$ cat src/iira_pkg.sv
// ----------------------------------------------------------------------------
// iira_pkg
// Shared codes and types for the indexed insert/remove array.
// ----------------------------------------------------------------------------
package iira_pkg;

	localparam int DATA_W   = 32;
	localparam int ACTION_W = 3;
	localparam int INDEX_W  = 7;
	localparam int STATUS_W = 2;
	localparam int FILL_W   = 7;

	// request action codes
	localparam logic [ACTION_W-1:0] ACT_PUSH   = 3'd0;
	localparam logic [ACTION_W-1:0] ACT_POP    = 3'd1;
	localparam logic [ACTION_W-1:0] ACT_GET    = 3'd2;
	localparam logic [ACTION_W-1:0] ACT_SET    = 3'd3;
	localparam logic [ACTION_W-1:0] ACT_INSERT = 3'd4;
	localparam logic [ACTION_W-1:0] ACT_REMOVE = 3'd5;

	// result status codes
	localparam logic [STATUS_W-1:0] ST_OK     = 2'd0;
	localparam logic [STATUS_W-1:0] ST_EMPTY  = 2'd1;
	localparam logic [STATUS_W-1:0] ST_BOUNDS = 2'd2;
	localparam logic [STATUS_W-1:0] ST_FULL   = 2'd3;

	// broadcast operation seen by every cell
	typedef enum logic [1:0] {
		CELL_HOLD,
		CELL_WRITE,
		CELL_INS,
		CELL_REM
	} cell_op_t;

	typedef struct packed {
		cell_op_t                  op;
		logic signed [DATA_W-1:0] value;
	} cell_cmd_t;

endpackage

$ cat src/iira_cell.sv
// ----------------------------------------------------------------------------
// iira_cell
// One array slot: takes a write, its left neighbor (insert) or its right
// neighbor (remove) depending on the broadcast command and its position.
// ----------------------------------------------------------------------------
module iira_cell #(
	parameter int WW  = 7,
	parameter int POS = 0
) (
	input  logic                                 clk,
	input  iira_pkg::cell_cmd_t                  cmd,
	input  logic [WW-1:0]                        target,
	input  logic [WW-1:0]                        rd_sel,
	input  logic signed [iira_pkg::DATA_W-1:0]   left,
	input  logic signed [iira_pkg::DATA_W-1:0]   right,
	output logic signed [iira_pkg::DATA_W-1:0]   data,
	output logic signed [iira_pkg::DATA_W-1:0]   rd_data
);

	localparam logic [WW-1:0] POS_W = WW'(POS);

	logic signed [iira_pkg::DATA_W-1:0] data_q;

	always_ff @(posedge clk) begin
		unique case (cmd.op)
			iira_pkg::CELL_WRITE: begin
				if (target == POS_W) data_q <= cmd.value;
			end
			iira_pkg::CELL_INS: begin
				if (target == POS_W) data_q <= cmd.value;
				else if (POS_W > target) data_q <= left;
			end
			iira_pkg::CELL_REM: begin
				if (POS_W >= target) data_q <= right;
			end
			default: begin
			end
		endcase
	end

	assign data    = data_q;
	// only the addressed cell drives the read bus
	assign rd_data = (rd_sel == POS_W) ? data_q : '0;

endmodule

$ cat config.mk
export PLATFORM = sky130hd
export DESIGN_NAME = iira_cell
export DESIGN_NICKNAME = d
export VERILOG_FILES = /design/src/iira_pkg.sv /design/src/iira_cell.sv
export SDC_FILE = /design/constraint.sdc
export NUM_CORES = 1
export LEC_CHECK = 0
export BUFFER_PORTS_ARGS = -buffer_cell sky130_fd_sc_hd__buf_2
export CAP_MARGIN = 20
export CORE_UTILIZATION = 32
export DETAILED_ROUTE_END_ITERATION = 6
export PLACE_DENSITY = 0.69
export SLEW_MARGIN = 20
export SYNTH_ARGS = -nofsm -noshare
export SYNTH_HDL_FRONTEND = slang
export SYNTH_SLANG_ARGS = --single-unit
export TNS_END_PERCENT = 30
$ cat constraint.sdc
create_clock -name clk -period 5.65 [get_ports clk]
set_input_delay 0.8475 -clock clk [delete_from_list [all_inputs] [get_ports clk]]
set_output_delay 0.8475 -clock clk [all_outputs]
set_load 0.1 [all_outputs]
==> impl_metrics.py <==
metrics = {
    "cts": {
        "root_buffer": "clkbuf_8",
        "ctsHoldBuffers": 0,
        "cts_max_level": 2,
        "cts_buffers": 5,
        "clock_sinks": 32,
        "cts_tree": "built",
        "clk_pin_slew_worst_paths_ns": 0.07,
        "postCtsSetupBuffers": 0,
        "cts_resized": 0,
        "clockBufferDepth": 2,
    },
    "timing": {
        "setup_tns_ns": 0,
        "rsz0062_at_grt": "no",
        "period_share": 0.5999,
        "fin_crit_ns": 3.389,
        "fmax_mhz": 295.1,
        "slew_viol_final": 0,
        "setup_ws_ns": 2.261,
        "setup_viol": 0,
        "finalHoldViolCount": 0,
        "tightest_slew_ns": 0.8052,
        "hold_slack_ns": 0.8937,
        "slew-limit-headroom": 0.4632,
    },
    "synth": {
        "ys_warn_count": 0,
        "yosysSeqAreaShare": 0.4074,
        "synthesis.instances": 262,
        "synth_top_area_frac": 0.4074,
        "netlist.top_cell.by_area": "edfxtp_1",
        "postSynthAreaPerCell_sq_um": 9.002,
        "syn-cell-area_sq_mm": 0.002359,
        "syn-num-nets": 375,
        "synth-seq-cells": 32,
        "synth.area.top_cells": "edfxtp_1 41%, o211ai_1 10%, and2_2 8.9%",
        "ys_types": 18,
    },
    "placement": {
        "gp_congestion": 0.7419,
        "place_area_sq_mm": 0.003296,
        "dp_hpwl_um": 5334,
        "dpl.cell_count": 509,
        "place_ws_ns": 2.249,
        "portBuffers": 176,
    },
    "global_route": {
        "grt_max_degree": 67,
        "grt-ovfl-total": 0,
        "grt_util_all_layers": 0.1935,
        "antenna_found_initial": 0,
        "grt_pass1_vias": 2401,
        "grt_pass1_wl_um": 11540,
    },
    "floorplanning": {
        "start_util": 0.3396,
        "chipWidth_um": 87.85,
        "die-area_sq_mm": 0.007718,
        "rows": 30,
        "fp.coreArea_sq_mm": 0.006944,
        "die_y_um": 87.85,
        "num_io_pins": 177,
    },
    "layout": {
        "nets": 533,
        "register_area_sq_um": 960.9,
        "antenna_cells": 0,
        "final_cells": 517,
        "fill_cells": 700,
        "drive_above_1_share": 0.5249,
        "largest_reg_flops": 32,
        "finalInstanceArea_sq_mm": 0.003376,
        "multiInputGateArea_sq_mm": 0.001289,
        "synthToLayoutAreaGrowth_pct": 43.13,
    },
    "worst_setup_path": {
        "worstPathRequired_ns": 4.80,
        "worstPathArrival_ns": 2.54,
        "crit_chain": "buf_2 > or4_4 > nor4_4 > buf_4 > and2_2 > buf_2",
        "cp_slowest_stage_delay_ns": 0.54,
        "crit_path_end_kind": "output port",
        "criticalPathCategory": "in -> out",
        "crit_top_cell": "buf_2",
        "crit_fanout": 32,
        "cp-start-kind": "primary input",
        "crit_slowest_cell": "or4_4",
    },
    "detailed_routing": {
        "initialDrtViolationCount": 81,
        "post_drt_wl_per_cell_um": 14.91,
        "drtPass1Iterations": 4,
        "ant_nets": 0,
        "vias_per_cell": 5.201,
        "drt-total-wl_um": 7707,
        "via_count": 2689,
        "drc": 0,
    },
    "power_and_ir_drop": {
        "p_per_area_mw_per_mm2": 164.9,
        "ir_worst_vdd_mv": 0.06655,
        "leakagePower_nw": 1.426,
    },
    "hold_path": {
        "hp-class": "in -> reg",
    },
    "flow_run": {
        "drv_cap": 0,
    },
    "run_status": {
        "status": "complete, no violations",
    },
}
-- per-layer routing --
layer / track usage / share of wire / wire (um) / up-vias
li1: - / - / - / 1310
met3: 0.05184 / 0.076 / 586 / 9
met5: 0 / 0 / 0 / -
met2: 0.3524 / 0.50 / 3887 / 129
met1: 0.2253 / 0.41 / 3154 / 1241
met4: 0.04471 / 0.010 / 78 / 0
-- Yosys cell counts --
master / count
clkbuf_2: 3
nor4_2: 1
a31oi_1: 32
and2_2: 28
nand2_1: 32
clkbuf_1: 18
o211ai_1: 32
buf_1: 3
buf_4: 1
nor4_4: 1
nand4_1: 32
or4_4: 1
nor2b_1: 33
nor3_1: 1
o21a_1: 1
and2_1: 5
edfxtp_1: 32
buf_2: 6
-- path summary, 6_finish.rpt --
check / to / depth (start not counted) / slack (ns) / start
setup / recovery: rd_data[7] / 6 / 2.26 / rd_sel[2]
hold / removal: data[8] / 3 / 0.89 / right[8]
-- cell type report --
| cell class | count | share of cell area |
|---|---|---|
| Multi-Input combinational cell | 199 | 0.3818 |
| Timing Repair Buffer | 182 | 0.2743 |
| Tap cell | 96 | 0.03558 |
| Sequential cell | 32 | 0.2847 |
| Clock inverter | 1 | 0.001112 |
| Clock buffer | 7 | 0.02261 |
-- layout by cell type, fill, tap and decap left out --
cell,netlist,layout
a31oi_1,32,32
and2_1,5,5
and2_2,28,28
buf_2,6,176
buf_4,1,6
clkbuf_1,18,2
clkbuf_8,0,5
clkinv_1,0,1
edfxtp_1,32,32
nand2_1,32,32
nand4_1,32,32
nor2b_1,33,32
nor2b_4,0,1
nor3_2,0,1
nor4_4,1,2
o211ai_1,32,32
o21a_2,0,1
or4_4,1,1
-- report_power, final --
group          switching [W]  internal (W)  leakage, nW
Combinational      0.0000701     0.0000546         1.11
Sequential       0.000000598      0.000265        0.276
Clock              0.0000803     0.0000857       0.0399
-- critical path: cells and delay by family --
kind          cells  cell delay, ns
simple gates      3            0.86
buf+inv           3            0.81
-- cell families after synthesis --
| logic type | share of synthesized area |
|---|---|
| AO/OA/AOI/OAI | 0.1899 |
| buffers and inverters | 0.05570 |
| AND/OR/NAND/NOR | 0.3469 |
| flip-flops | 0.4074 |
-- stage by stage --
step           utilization  power [W]
6_report            0.4861  0.0005568
5_1_grt             0.4861  0.0005861
4_1_cts             0.4861  0.0005627
3_5_place_dp        0.4746  0.0003962
3_3_place_gp        0.4746  0.0003937
2_1_floorplan            -  0.0003405
No activity file was read; power rests on OpenSTA's default activity.
